`src/hw/rtl/psched_pkg.sv`:
```
`default_nettype none
package psched_pkg;

    localparam int MAX_JOBS       = 16;
    localparam int NUM_PRIORITIES = 4;
    localparam int DELAY_BITS     = 16;

    localparam int ID_W       = $clog2(MAX_JOBS);
    localparam int PRIO_W     = (NUM_PRIORITIES > 1) ? $clog2(NUM_PRIORITIES) : 1;
    localparam int CNT_W      = $clog2(MAX_JOBS + 1);
    localparam int NUM_LISTS  = NUM_PRIORITIES + 1;
    localparam int LIST_W     = $clog2(NUM_LISTS);
    localparam int SLEEP_LIST = NUM_PRIORITIES;
    localparam int LADDR_W    = LIST_W + ID_W;
    localparam int LIST_DEPTH = NUM_LISTS * MAX_JOBS;
    localparam int SUM_W      = CNT_W + LIST_W;

    typedef enum logic [2:0] {
        ACT_ATTACH   = 3'd0,
        ACT_STOP     = 3'd1,
        ACT_SUSPEND  = 3'd2,
        ACT_ACTIVATE = 3'd3,
        ACT_SET_PRIO = 3'd4,
        ACT_RUN      = 3'd5,
        ACT_TICK     = 3'd6,
        ACT_QUERY    = 3'd7
    } t_action;

    typedef enum logic [1:0] {
        MODE_UNINIT    = 2'd0,
        MODE_ACTIVE    = 2'd1,
        MODE_SUSPENDED = 2'd2,
        MODE_SLEEPING  = 2'd3
    } t_mode;

    typedef enum logic [1:0] {
        STAT_DONE    = 2'd0,
        STAT_IGNORED = 2'd1,
        STAT_EMPTY   = 2'd2
    } t_status;

    typedef enum logic [3:0] {
        S_IDLE,
        S_JCHK,
        S_DRD,
        S_DWR,
        S_APP,
        S_RJRD,
        S_RJWR,
        S_TRD,
        S_TJ,
        S_TW,
        S_DONE
    } t_state;

    typedef struct packed {
        logic [2:0]        action;
        logic [3:0]        job_id;
        logic signed [7:0] job_priority;
        logic [1:0]        job_state;
        logic [15:0]       job_period;
        logic [15:0]       start_delay;
    } t_cmd;

    typedef struct packed {
        logic [3:0] dispatched_job;
        logic       dispatch_valid;
        logic [4:0] job_count;
        logic [1:0] status;
    } t_result;

    typedef struct packed {
        t_mode                 mode;
        logic [PRIO_W-1:0]     prio;
        logic [DELAY_BITS-1:0] period;
        logic [DELAY_BITS-1:0] delay;
    } t_job;

    typedef struct packed {
        logic            we;
        logic [ID_W-1:0] waddr;
        t_job            wdata;
        logic [ID_W-1:0] raddr;
    } t_job_port;

    typedef struct packed {
        logic               we;
        logic [LADDR_W-1:0] waddr;
        logic [ID_W-1:0]    wdata;
        logic [LADDR_W-1:0] raddr;
    } t_list_port;

    function automatic logic [PRIO_W-1:0] clamp_prio(input logic signed [7:0] v);
        logic [PRIO_W-1:0] res;
        if (v < 0) begin
            res = '0;
        end else if (int'(v) > NUM_PRIORITIES - 1) begin
            res = PRIO_W'(NUM_PRIORITIES - 1);
        end else begin
            res = v[PRIO_W-1:0];
        end
        return res;
    endfunction

endpackage
`default_nettype wire

```
`src/hw/rtl/psched_job_mem.sv`:
```
`default_nettype none
module psched_job_mem (
    input  wire logic                  i_clk,
    input  wire psched_pkg::t_job_port i_port,
    output psched_pkg::t_job           o_rdata
);

    psched_pkg::t_job mem [psched_pkg::MAX_JOBS];

    // write one entry, read one entry through a registered output
    always_ff @(posedge i_clk) begin
        if (i_port.we) begin
            mem[i_port.waddr] <= i_port.wdata;
        end
        o_rdata <= mem[i_port.raddr];
    end

endmodule
`default_nettype wire

```
`src/hw/rtl/psched_list_mem.sv`:
```
`default_nettype none
module psched_list_mem (
    input  wire logic                         i_clk,
    input  wire psched_pkg::t_list_port       i_port,
    output logic [psched_pkg::ID_W-1:0]       o_rdata
);

    // one ring of MAX_JOBS slots per ready priority, plus the sleep list
    logic [psched_pkg::ID_W-1:0] mem [psched_pkg::LIST_DEPTH];

    always_ff @(posedge i_clk) begin
        if (i_port.we) begin
            mem[i_port.waddr] <= i_port.wdata;
        end
        o_rdata <= mem[i_port.raddr];
    end

endmodule
`default_nettype wire

```
`src/hw/rtl/priority_job_scheduler.sv`:
```
`default_nettype none
// Fixed-priority job scheduler.
// Command channel: i_cmd is taken at a rising edge with start high and busy
// low. Every command gives exactly one result on o_result, shown for one
// cycle with o_done high; the receiver takes it at the end of that cycle
// and cannot hold it off. busy stays high from acceptance to that cycle.
// Job fields sit in a 16-entry job memory, the ready rings and the sleep
// list in one list memory; both have one read and one write port and a
// registered read, and every step reads, modifies and writes back in turn.
// Steps per command: an ignored command or a count query goes straight
// to its result; run pops the head of the highest non-empty ready ring,
// rewrites that job and puts it on the sleep list or suspends it, and
// reports empty when no ring holds a job; attach, stop, suspend, activate
// and set priority rewrite the job entry, walk the list the job leaves if
// it is in one, and append it to the list it joins; tick walks the sleep list.
// Reset empties all lists, detaches every job and clears the count; no
// clearing pass is needed, so a command may start right after reset.
module priority_job_scheduler (
    input  wire logic                i_clk,
    input  wire logic                i_rst_n,
    input  wire logic                start,
    input  wire psched_pkg::t_cmd    i_cmd,
    output logic                     busy,
    output logic                     o_done,
    output psched_pkg::t_result      o_result
);

    localparam int ID_W    = psched_pkg::ID_W;
    localparam int CNT_W   = psched_pkg::CNT_W;
    localparam int LIST_W  = psched_pkg::LIST_W;
    localparam int PRIO_W  = psched_pkg::PRIO_W;
    localparam int NLISTS  = psched_pkg::NUM_LISTS;
    localparam int NJOBS   = psched_pkg::MAX_JOBS;
    localparam int SUM_W_L = psched_pkg::SUM_W;
    localparam logic [LIST_W-1:0] SLEEP = LIST_W'(psched_pkg::SLEEP_LIST);

    psched_pkg::t_state  r_state, n_state;
    psched_pkg::t_cmd    r_cmd, n_cmd;
    logic [NJOBS-1:0]    r_attached, n_attached;
    logic [CNT_W-1:0]    r_total, n_total;
    logic [ID_W-1:0]     r_head [NLISTS];
    logic [ID_W-1:0]     n_head [NLISTS];
    logic [CNT_W-1:0]    r_fill [NLISTS];
    logic [CNT_W-1:0]    n_fill [NLISTS];
    logic [CNT_W-1:0]    r_rd, n_rd;
    logic [CNT_W-1:0]    r_wr, n_wr;
    logic [LIST_W-1:0]   r_list, n_list;
    logic                r_app_en, n_app_en;
    logic [LIST_W-1:0]   r_app_list, n_app_list;
    logic [ID_W-1:0]     r_id, n_id;
    logic [ID_W-1:0]     r_disp, n_disp;
    logic                r_valid, n_valid;
    psched_pkg::t_status r_status, n_status;

    psched_pkg::t_job_port  job_port;
    psched_pkg::t_job       job_rdata;
    psched_pkg::t_list_port list_port;
    logic [ID_W-1:0]        list_rdata;

    logic                   any_ready;
    logic [PRIO_W-1:0]      top_prio;
    logic [ID_W-1:0]        slot;
    logic [LIST_W-1:0]      tick_list;
    psched_pkg::t_job       upd;
    logic [SUM_W_L-1:0]     fill_sum;

    psched_job_mem u_job_mem (
        .i_clk   (i_clk),
        .i_port  (job_port),
        .o_rdata (job_rdata)
    );

    psched_list_mem u_list_mem (
        .i_clk   (i_clk),
        .i_port  (list_port),
        .o_rdata (list_rdata)
    );

    // pick the highest non-empty ready ring
    always_comb begin
        any_ready = 1'b0;
        top_prio  = '0;
        for (int p = 0; p < psched_pkg::NUM_PRIORITIES; p++) begin
            if (r_fill[p] != '0) begin
                any_ready = 1'b1;
                top_prio  = PRIO_W'(p);
            end
        end
    end

    // hold state registers
    always_ff @(posedge i_clk) begin
        if (!i_rst_n) begin
            r_state    <= psched_pkg::S_IDLE;
            r_attached <= '0;
            r_total    <= '0;
            for (int l = 0; l < NLISTS; l++) begin
                r_head[l] <= '0;
                r_fill[l] <= '0;
            end
        end else begin
            r_state    <= n_state;
            r_attached <= n_attached;
            r_total    <= n_total;
            for (int l = 0; l < NLISTS; l++) begin
                r_head[l] <= n_head[l];
                r_fill[l] <= n_fill[l];
            end
        end
    end

    // hold working registers
    always_ff @(posedge i_clk) begin
        r_cmd      <= n_cmd;
        r_rd       <= n_rd;
        r_wr       <= n_wr;
        r_list     <= n_list;
        r_app_en   <= n_app_en;
        r_app_list <= n_app_list;
        r_id       <= n_id;
        r_disp     <= n_disp;
        r_valid    <= n_valid;
        r_status   <= n_status;
    end

    // sequence commands over the two memories
    always_comb begin
        n_state    = r_state;
        n_cmd      = r_cmd;
        n_attached = r_attached;
        n_total    = r_total;
        n_head     = r_head;
        n_fill     = r_fill;
        n_rd       = r_rd;
        n_wr       = r_wr;
        n_list     = r_list;
        n_app_en   = r_app_en;
        n_app_list = r_app_list;
        n_id       = r_id;
        n_disp     = r_disp;
        n_valid    = r_valid;
        n_status   = r_status;
        job_port   = '0;
        list_port  = '0;
        slot       = '0;
        tick_list  = '0;
        upd        = job_rdata;
        job_port.raddr = r_id;

        case (r_state)
            psched_pkg::S_IDLE: begin
                if (start) begin
                    n_cmd    = i_cmd;
                    n_id     = i_cmd.job_id;
                    n_disp   = '0;
                    n_valid  = 1'b0;
                    n_status = psched_pkg::STAT_DONE;
                    n_rd     = '0;
                    n_wr     = '0;
                    job_port.raddr = i_cmd.job_id;
                    case (psched_pkg::t_action'(i_cmd.action))
                        psched_pkg::ACT_ATTACH: begin
                            if (i_cmd.job_state == psched_pkg::MODE_UNINIT) begin
                                n_status = psched_pkg::STAT_IGNORED;
                                n_state  = psched_pkg::S_DONE;
                            end else begin
                                n_state = psched_pkg::S_JCHK;
                            end
                        end
                        psched_pkg::ACT_STOP, psched_pkg::ACT_SUSPEND,
                        psched_pkg::ACT_ACTIVATE, psched_pkg::ACT_SET_PRIO: begin
                            if (!r_attached[i_cmd.job_id]) begin
                                n_status = psched_pkg::STAT_IGNORED;
                                n_state  = psched_pkg::S_DONE;
                            end else begin
                                n_state = psched_pkg::S_JCHK;
                            end
                        end
                        psched_pkg::ACT_RUN: begin
                            if (any_ready) begin
                                n_list = LIST_W'(top_prio);
                                list_port.raddr = {LIST_W'(top_prio),
                                                   r_head[LIST_W'(top_prio)]};
                                n_state = psched_pkg::S_RJRD;
                            end else begin
                                n_status = psched_pkg::STAT_EMPTY;
                                n_state  = psched_pkg::S_DONE;
                            end
                        end
                        psched_pkg::ACT_TICK: begin
                            n_state = psched_pkg::S_TRD;
                        end
                        default: begin
                            n_state = psched_pkg::S_DONE;
                        end
                    endcase
                end
            end

            // old entry is here: update it, pick the list to leave and join
            psched_pkg::S_JCHK: begin
                n_app_en   = 1'b0;
                n_app_list = SLEEP;
                case (psched_pkg::t_action'(r_cmd.action))
                    psched_pkg::ACT_ATTACH: begin
                        upd.mode   = psched_pkg::t_mode'(r_cmd.job_state);
                        upd.prio   = psched_pkg::clamp_prio(r_cmd.job_priority);
                        upd.period = psched_pkg::DELAY_BITS'(r_cmd.job_period);
                        upd.delay  = psched_pkg::DELAY_BITS'(r_cmd.start_delay);
                        if (!r_attached[r_id]) begin
                            n_attached[r_id] = 1'b1;
                            n_total          = r_total + 1'b1;
                        end
                    end
                    psched_pkg::ACT_STOP: begin
                        upd.mode         = psched_pkg::MODE_SUSPENDED;
                        n_attached[r_id] = 1'b0;
                        n_total          = r_total - 1'b1;
                    end
                    psched_pkg::ACT_SUSPEND: begin
                        upd.mode = psched_pkg::MODE_SUSPENDED;
                    end
                    psched_pkg::ACT_ACTIVATE: begin
                        upd.mode = psched_pkg::MODE_ACTIVE;
                    end
                    default: begin
                        upd.prio = psched_pkg::clamp_prio(r_cmd.job_priority);
                    end
                endcase
                job_port.we    = 1'b1;
                job_port.waddr = r_id;
                job_port.wdata = upd;
                if (upd.mode == psched_pkg::MODE_ACTIVE) begin
                    n_app_en   = 1'b1;
                    n_app_list = LIST_W'(upd.prio);
                end else if (upd.mode == psched_pkg::MODE_SLEEPING) begin
                    n_app_en = 1'b1;
                end
                n_state = psched_pkg::S_APP;
                if (r_attached[r_id]) begin
                    if (job_rdata.mode == psched_pkg::MODE_ACTIVE) begin
                        n_list  = LIST_W'(job_rdata.prio);
                        n_state = psched_pkg::S_DRD;
                    end else if (job_rdata.mode == psched_pkg::MODE_SLEEPING) begin
                        n_list  = SLEEP;
                        n_state = psched_pkg::S_DRD;
                    end
                end
            end

            // walk the old list, reading one slot
            psched_pkg::S_DRD: begin
                if (r_rd == r_fill[r_list]) begin
                    n_fill[r_list] = r_wr;
                    n_state        = psched_pkg::S_APP;
                end else begin
                    slot            = r_head[r_list] + r_rd[ID_W-1:0];
                    list_port.raddr = {r_list, slot};
                    n_state         = psched_pkg::S_DWR;
                end
            end

            // keep every other job, compacted toward the head
            psched_pkg::S_DWR: begin
                if (list_rdata != r_id) begin
                    slot            = r_head[r_list] + r_wr[ID_W-1:0];
                    list_port.we    = 1'b1;
                    list_port.waddr = {r_list, slot};
                    list_port.wdata = list_rdata;
                    n_wr            = r_wr + 1'b1;
                end
                n_rd    = r_rd + 1'b1;
                n_state = psched_pkg::S_DRD;
            end

            // append the job at the back of its new list
            psched_pkg::S_APP: begin
                if (r_app_en) begin
                    slot = r_head[r_app_list] + r_fill[r_app_list][ID_W-1:0];
                    list_port.we          = 1'b1;
                    list_port.waddr       = {r_app_list, slot};
                    list_port.wdata       = r_id;
                    n_fill[r_app_list]    = r_fill[r_app_list] + 1'b1;
                end
                n_state = psched_pkg::S_DONE;
            end

            // pop the head of the chosen ring
            psched_pkg::S_RJRD: begin
                n_id           = list_rdata;
                n_disp         = list_rdata;
                n_valid        = 1'b1;
                n_head[r_list] = r_head[r_list] + 1'b1;
                n_fill[r_list] = r_fill[r_list] - 1'b1;
                job_port.raddr = list_rdata;
                n_state        = psched_pkg::S_RJWR;
            end

            // send the dispatched job to sleep, or suspend a one-shot job
            psched_pkg::S_RJWR: begin
                n_app_list = SLEEP;
                if (job_rdata.period == '0) begin
                    upd.mode = psched_pkg::MODE_SUSPENDED;
                    n_app_en = 1'b0;
                end else begin
                    upd.mode  = psched_pkg::MODE_SLEEPING;
                    upd.delay = job_rdata.period;
                    n_app_en  = 1'b1;
                end
                job_port.we    = 1'b1;
                job_port.waddr = r_id;
                job_port.wdata = upd;
                n_state        = psched_pkg::S_APP;
            end

            // tick: read the next sleeper
            psched_pkg::S_TRD: begin
                if (r_rd == r_fill[SLEEP]) begin
                    n_fill[SLEEP] = r_wr;
                    n_state       = psched_pkg::S_DONE;
                end else begin
                    slot            = r_head[SLEEP] + r_rd[ID_W-1:0];
                    list_port.raddr = {SLEEP, slot};
                    n_state         = psched_pkg::S_TJ;
                end
            end

            psched_pkg::S_TJ: begin
                n_id           = list_rdata;
                job_port.raddr = list_rdata;
                n_state        = psched_pkg::S_TW;
            end

            // wake an expired sleeper or count its delay down
            psched_pkg::S_TW: begin
                job_port.we    = 1'b1;
                job_port.waddr = r_id;
                list_port.we   = 1'b1;
                list_port.wdata = r_id;
                if (job_rdata.delay == '0) begin
                    upd.mode  = psched_pkg::MODE_ACTIVE;
                    tick_list = LIST_W'(job_rdata.prio);
                    slot      = r_head[tick_list] + r_fill[tick_list][ID_W-1:0];
                    n_fill[tick_list] = r_fill[tick_list] + 1'b1;
                end else begin
                    upd.delay = job_rdata.delay - 1'b1;
                    tick_list = SLEEP;
                    slot      = r_head[SLEEP] + r_wr[ID_W-1:0];
                    n_wr      = r_wr + 1'b1;
                end
                list_port.waddr = {tick_list, slot};
                job_port.wdata  = upd;
                n_rd            = r_rd + 1'b1;
                n_state         = psched_pkg::S_TRD;
            end

            psched_pkg::S_DONE: begin
                n_state = psched_pkg::S_IDLE;
            end

            default: begin
                n_state = psched_pkg::S_IDLE;
            end
        endcase
    end

    // drive the result
    assign busy   = (r_state != psched_pkg::S_IDLE);
    assign o_done = (r_state == psched_pkg::S_DONE);
    always_comb begin
        o_result.dispatched_job = r_disp;
        o_result.dispatch_valid = r_valid;
        o_result.job_count      = r_total;
        o_result.status         = r_status;
    end

    // total list occupancy, for checking
    always_comb begin
        fill_sum = '0;
        for (int l = 0; l < NLISTS; l++) begin
            fill_sum = fill_sum + SUM_W_L'(r_fill[l]);
        end
    end

    assert property (@(posedge i_clk) disable iff (!i_rst_n)
        $countones(r_attached) == int'(r_total))
        else $error("job count differs from attached jobs");

    assert property (@(posedge i_clk) disable iff (!i_rst_n)
        (r_state == psched_pkg::S_IDLE) |-> (fill_sum <= SUM_W_L'(r_total)))
        else $error("more listed jobs than attached jobs");

    assert property (@(posedge i_clk) disable iff (!i_rst_n)
        (start && !busy) |=> busy)
        else $error("accepted item left the block idle");

    assert property (@(posedge i_clk) disable iff (!i_rst_n)
        (o_done && o_result.dispatch_valid) |->
        (o_result.status == psched_pkg::STAT_DONE))
        else $error("dispatch reported with a failing status");

endmodule
`default_nettype wire

```
`config.mk`:
```
export PLATFORM = sky130hd
export DESIGN_NAME = priority_job_scheduler
export DESIGN_NICKNAME = d
export VERILOG_FILES = /design/src/hw/rtl/psched_pkg.sv /design/src/hw/rtl/psched_job_mem.sv /design/src/hw/rtl/psched_list_mem.sv /design/src/hw/rtl/priority_job_scheduler.sv
export SDC_FILE = /design/constraint.sdc
export NUM_CORES = 2
export LEC_CHECK = 0
export BUFFER_PORTS_ARGS = -buffer_cell sky130_fd_sc_hd__buf_2
export CAP_MARGIN = 20
export CORE_AREA = 2 2 401 403
export DETAILED_ROUTE_END_ITERATION = 8
export DIE_AREA = 0 0 403 405
export GPL_ROUTABILITY_DRIVEN = 1
export GPL_TIMING_DRIVEN = 0
export SLEW_MARGIN = 10
export SYNTH_ARGS = -nofsm -noshare
export SYNTH_HDL_FRONTEND = slang
export SYNTH_SLANG_ARGS = --single-unit
```
`constraint.sdc`:
```
create_clock -name i_clk -period 5.2 [get_ports i_clk]
set_input_delay 0.52 -clock i_clk [delete_from_list [all_inputs] [get_ports i_clk]]
set_output_delay 0.52 -clock i_clk [all_outputs]
set_load 0.01 [all_outputs]
```
**Yosys cells after proc, flatten, opt, wreduce, memory -nomap -nowiden**

Memories as Yosys holds them, arrays and structs flattened. A register that Yosys moved wholly into a read port is not among the register bits.
Index checks and enable logic that the tools add are counted.

- Order comparisons: 12
- Mux-type cells: 122
- Bitwise gates (word level): 7
- Add/sub/neg operators: 15
- Eq/ne operators: 38
- Reduce and logical (&&, ||, !) cells: 36

Operators by type and width:

| cell | number |
|---|---|
| $pmux W41 S3 | 1 |
| $bwmux W25 | 4 |
| $pmux W20 S4 | 1 |
| $mux W25 | 3 |
| $mux W5 | 14 |
| $mux W4 | 16 |
| $bmux W4 S3 | 4 |
| $mux W16 | 3 |
| $bmux W5 S3 | 3 |
| $demux W5 S3 | 3 |
| $pmux W4 S10 | 1 |
| $mux W3 | 12 |
| $pmux W12 S3 | 1 |
| $logic_not A16 Y1 | 2 |
| $mux W32 | 1 |
| $pmux W16 S2 | 1 |
| $add A5 B1 Y5 const B | 5 |
| $pmux W5 S5 | 1 |
| $reduce_bool A5 Y1 | 5 |
| $add A4 B4 Y4 | 6 |
| $mux W12 | 2 |
| $pmux W7 S3 | 1 |
| $bwmux W20 | 1 |
| $ne A2 B2 Y1 const B | 10 |
| 56 further kinds | 129 |

- Memories: 2
- Bits of input ports: 52
- RAM bits: 896
- Logic and storage cells: 259
- Register bits after elaboration: 143
- Output and inout port bits: 14

Memory list:

| memory | words | width | rd ports | clocked after memory_dff | wr ports | line | RTL |
|---|---|---|---|---|---|---|---|
| u_job_mem.mem | 16 | 36 | 1 | 1 | 1 | psched_job_mem.sv:8 | `psched_pkg::t_job mem [psched_pkg::MAX_JOBS];` |
| u_list_mem.mem | 80 | 4 | 1 | 1 | 1 | psched_list_mem.sv:9 | `logic [psched_pkg::ID_W-1:0] mem [psched_pkg::LIST_DEPTH];` |

**Logic depth before layout (Yosys ltp)**

- Depth after elaboration: 12
- Mapped depth: 19
- Gate-level depth less buffers: 15

**Cells and area by module**

From an unflattened synthesis, not the netlist that was laid out.

- Cells, all modules: 2,802
- Area, all modules: 45,960.3 sq um

By module, submodules not included:

| module | instances | seq. area each (sq um) | area each (sq um) | cells each |
|---|---|---|---|---|
| psched_job_mem | 1 | 18,017.3 | 22,318.9 | 938 |
| psched_list_mem | 1 | 9,689.3 | 12,844.8 | 646 |
| priority_job_scheduler | 1 | 3,553.4 | 10,796.6 | 1,218 |

**Worst setup path after synthesis**

No wires, ideal clock.

- Kind: register -> register
- From: register r_state[1]
- To: memory u_job_mem.mem[3][0] in the netlist's numbering, enable pin
- Library setup time: 474 ps
- Buffers on the path: 3
- Period minus slack after synthesis: 4,789 ps
- Stages on the path, launching flop included: 10
- Setup slack: 411 ps
- Data required time: 4,726 ps
- Arrival: 4,315 ps
- Path through: dfxtp_1 clkbuf_1 nor2_1 and3_1 clkbuf_1 clkbuf_1 nor2_1 nand2_1 nand3_1 nor3_1

- Word-level cells in the longest chain between the ends: 4
- Elaborated cells between the ends (all ways): 6

RTL lines:

| what | line | RTL |
|---|---|---|
| start: declaration | priority_job_scheduler.sv:37 | `psched_pkg::t_state r_state, n_state;` |
| start signal: assignment | priority_job_scheduler.sv:94 | `r_state <= psched_pkg::S_IDLE;` |
| start signal: assignment | priority_job_scheduler.sv:102 | `r_state <= n_state;` |
| $eq A4 B4 Y1, or another cell as far along | priority_job_scheduler.sv:150 | `case (r_state)` |
| $pmux W41 S3 * | priority_job_scheduler.sv:150 |  |
| $mux W1 | psched_job_mem.sv:12 | `if (i_port.we) begin` |
| $mux W1 (not written as such) | psched_job_mem.sv:13 | `mem[i_port.waddr] <= i_port.wdata;` |
| end: declaration | psched_job_mem.sv:8 |  |

Mark *: on every way between the ends. The rest lies on a longest branch, timed or not.

**Worst setup path after layout**

- From: register r_list[0]
- To: register u_list_mem.o_rdata[2] in the netlist's numbering, read port of u_list_mem.mem

- Word-level cells in the longest chain between the ends: 7
- Elaborated cells between the ends (all ways): 11

RTL lines:

| what | line | RTL |
|---|---|---|
| start: declaration | priority_job_scheduler.sv:47 | `logic [LIST_W-1:0] r_list, n_list;` |
| start signal: assignment | priority_job_scheduler.sv:117 | `r_list <= n_list;` |
| $not A3 Y4 (not written as such) | priority_job_scheduler.sv:253, priority_job_scheduler.sv:257 |  |
| $bmux W4 S3 or $bmux W5 S3 (tied branches) | priority_job_scheduler.sv:257, priority_job_scheduler.sv:253 |  |
| $mux W4 (not written as such) or $mux W5 (tied branches) (2 in series) | priority_job_scheduler.sv:257, priority_job_scheduler.sv:253 |  |
| $add A4 B4 Y4 or $eq A5 B5 Y1 (tied branches) | priority_job_scheduler.sv:257, priority_job_scheduler.sv:253 |  |
| $mux W7 * | priority_job_scheduler.sv:253 | `if (r_rd == r_fill[r_list]) begin` |
| $pmux W7 S3 * | priority_job_scheduler.sv:150 |  |
| end: declaration | psched_list_mem.sv:5 | `output logic [psched_pkg::ID_W-1:0] o_rdata` |

Mark *: on every way between the ends. The rest lies on a longest branch, timed or not. The select of a mux whose other input is x is not followed.
A chain may end at the register's enable or synchronous reset.

==> flow_summary.ini <==
[power_and_ir_drop]
power.share.combinational_pct = 39.6
vdd_drop_max_v = 0.000349
static-leakage-power_nw = 19.3
p_seq_share_pct = 35.4
power_mw = 32.2
power.density_cell_area_nw_per_um2 = 580
power.clock.fraction_pct = 25.0
net_switching_fraction_of_the_power_pct = 41.9
internal-power_mw = 18.7
netSwitchingPower_mw = 13.5

[cts]
clock_tree_from_tritoncts = built
cts-root-buf = clkbuf_16
clock_insertion_delay_worst_skew_ns = 0.78
cts.htree.levels = 3
clk_pin_slew_ns = 0.06
cts_max_path_buffers = 3
tritoncts_num_sinks = 1079
cts_buffers = 113

[yosys]
ys.flop_type = edfxtp_1
post_synth_fa_ha_maj_area_fraction_pct = 1.04
synth.avg_cell_area_um2 = 12.0
synthDominantCellAreaShare_pct = 61.3
synth_cell_types = 83
yosys.area_share.simple_pct = 15.6
synthTopCellsByArea = edfxtp_1 61%, nand2_1 7.5%, dfxtp_1 4.8%
muxShareOfSynthArea_pct = 3.15
synth_top_area_cell = edfxtp_1
syn-instance-count = 3954
synth_top_family_by_area = simple AND/OR/NAND/NOR gates
yosysWarningCount = 0
synth_top_cells_by_count = 965 x edfxtp_1, 945 x nand2_1, 251 x nand3_1, 197 x clkbuf_1, 194 x nor2_1
synth_sequential_area_ratio_pct = 66.1
synth_area_um2 = 47300
synthXorXnorAreaFrac_pct = 1.09
compound_gate_portion_of_the_synthesized_area_pct = 10.5
postSynthRegisterBits = 1079
syn-num-nets = 4041
synth.most_common_cell = edfxtp_1
synthArstFlopShare_pct = 0
synth_enable_flop_cells = 965

[grt]
grt_pass1_vias = 33290
grt.overflow.total = 0
grt_first_pass_wirelength_um = 226000
grt_max_degree = 81
grt_antenna_before_repair = 5
track_usage_pct = 18.6

[finish]
final_layout_size_suffix_gt1_share_pct = 11.6
fin_cells = 6420
final_core_utilization_pct = 34.9
syn2layout_area_growth_pct = 17.4
num-nets-final = 4318
number_of_inserted_filler_cells_in_the_final_layout = 15616

[worst_setup_path]
worst_ep_required_time_ns = 5.81
critical_path.n_buffers_inverters = 3
cp_cell_sequence = buf_2, nor3b_2, clkbuf_1, a22o_1, ha_1, a21o_1, a21oi_1, xnor2_1, xnor2_1, a21o_1, clkbuf_1, a311oi_1, nand4_1, nand4_1, a21oi_1, nor4_2
criticalPathCategory = flop to flop
critical_path_peak_fanout = 10
worst-r2r-setup-slack_ns = 0.11
worst_ep_arrival_time_ns = 5.70
cell_at_the_slowest_stage_of_the_critical_path = nor3b_2
reg2regPathDepth = 16
crit-reg2reg-capture = u_list_mem.o_rdata[2]
critical-path-top-delay-family = compound AO/OA/AOI/OAI gates
r2r_start = r_list[0]
critical_path.max_stage_delay_ns = 0.60
critPathLaunchType = flop
worst_setup_path_end_kind = flop

[sta]
post-route-period-util_pct = 97.8
finalMaxSlewViolations = 0
timing.final.hold_violations = 0
grt_setup_unrepaired = false
slew-limit-headroom_pct = 18.3
skew_ns = 0.0635
fin_crit_ns = 5.09
worst_max_slew_pin_slew_ns = 1.23
achievable-frequency_mhz = 197
timing.final.setup_violations = 0

[run_status]
outcome = completed

[min_path]
worstHoldPathCells = 1
timing.hold.worst_endpoint = r_cmd[40]
hold_class = input pin to flop
timing.hold.worst.start = i_cmd[40]

[place]
numPortBuffers = 63
dp_cells = 6150
detailedPlacementHpwl_um = 108000
place.gp.congestion = 0.942

[route]
post_drt_wl_per_cell_um = 24.2
avgViaCountPerCell = 5.42
vias = 34800
drtIter0Drc = 4635
route.final.wire_length_um = 156000
drcViolationCount = 0
firstDrtPassIters = 6
drt.antenna.violating_nets = 0

[floorplan]
die_h_um = 405
horizontal_die_dimension_um = 403
initial_core_util_pct = 29.7
top_level_ports = 66
fp.coreArea_um2 = 159000
row_count = 147
die-area_um2 = 163000

[run]
cap_viol_max_count = 0
-- power groups by stage --
stage | Clock, mW | Sequential [mW] | Combinational [mW]
global placement | 0 | 11.6 | 12.0
CTS | 8.18 | 11.4 | 12.5
finish | 8.05 | 11.4 | 12.7
floorplan | 0 | 11.2 | 7.31
detailed placement | 0 | 11.5 | 12.4
global route | 8.51 | 11.4 | 13.6
-- per-layer routing --
layer  global-route usage [%]  routed length (um)
met1                     25.5               64900
met2                     29.1               70400
met3                     3.26               14400
met4                     7.16                5930
met5                        0                   0
-- placed cells by master (no fill, tap or decap), types with 19 or more instances in the layout --
cell and instances:
o21ai_0 83, and3_1 103, edfxtp_1 965, nand3_1 250
nor2_2 21, a311oi_1 138, clkbuf_1 204, clkbuf_16 114
a21boi_0 24, nand2_1 941, a222oi_1 19, a31oi_1 52
a21oi_1 151, a22oi_1 24, nor2_1 172, dfxtp_1 113
ha_1 28, nor2b_1 31, buf_2 101, and2_1 22
dlygate4sd3_1 44, xnor2_1 29, xor2_1 30, inv_1 32
nor3_1 24, mux2i_1 74, mux4_2 28, buf_4 47
clkinv_2 19
-- cell type report --
| type | instances | area [um2] | area share, % |
|---|---|---|---|
| Sequential cell | 1079 | 31300 | 56.3 |
| Multi-Input combinational cell | 2575 | 15200 | 27.3 |
| Clock buffer | 152 | 3090 | 5.56 |
| Tap cell | 2086 | 2610 | 4.70 |
| Timing Repair Buffer | 165 | 1490 | 2.68 |
| Buffer | 262 | 1160 | 2.09 |
| Clock inverter | 63 | 618 | 1.11 |
| Inverter | 35 | 134 | 0.241 |
| Antenna cell | 3 | 7.51 | 0.0135 |
-- stage by stage --
stage / setup WS (ns) / hold WS [ns] / TNS, ns / cell area (um2)
finish: 0.113 / 0.0769 / 0 / 55500
global route: 0.00360 / 0.0552 / 0 / 55500
global placement: -3.93 / 0.497 / -1680.87 / 50200
floorplan: 0.411 / 0.468 / 0 / 47300
CTS: 0.00420 / 0.0221 / 0 / 55400
detailed placement: -0.812 / 0.509 / -190.76 / 51100
-- worst max-delay path by stage --
stage | start | endpoint | slack, ns | cells after the start
CTS | r_state[2] | u_job_mem.o_rdata[34] | 0.004 | 15
detailed placement | u_job_mem.o_rdata[32] | u_list_mem.mem[65][1] | -0.81 | 14
floorplan | r_state[1] | u_job_mem.mem[3][0] | 0.41 | 9
global placement | r_state[1] | u_job_mem.mem[1][12] | -3.93 | 9
global route | r_list[0] | u_list_mem.o_rdata[2] | 0.004 | 16
finish | r_list[0] | u_list_mem.o_rdata[2] | 0.11 | 16
-- sequential cells by signal, summed over array words and instances (netlist names), named ones only --
| signal | flops |
|---|---|
| u_list_mem.mem | 320 |
| r_head | 20 |
| r_cmd | 45 |
| r_total | 5 |
| r_list | 3 |
| u_list_mem.o_rdata | 4 |
| r_valid | 1 |
| r_rd | 5 |
| u_job_mem.o_rdata | 36 |
| r_wr | 5 |
| r_state | 4 |
| r_status | 2 |
| u_job_mem.mem | 576 |
| r_id | 4 |
| r_app_en | 1 |
| r_app_list | 3 |
| r_fill | 25 |
| r_disp | 4 |
-- kinds of logic after synthesis --
logic type,Yosys count
muxes,112
xor gates and xnor gates,59
and+or+nand+nor,1676
AOI/OAI and AO/OA,693
adders and majority gates,35
DFF,1079
buffers and inverters,300
-- timing repair --
| item | 4_1_cts | 5_1_grt |
|---|---|---|
| buffers inserted | 5 | 2 |
| pin swaps | 3 | 1 |
| endpoints found under the hold margin | 44 | 0 |
| hold buffers | 44 | 0 |
| setup endpoints to repair | 360 | 230 |
| gates resized for setup | 51 | 33 |
Power figures use the tool's default switching activity.
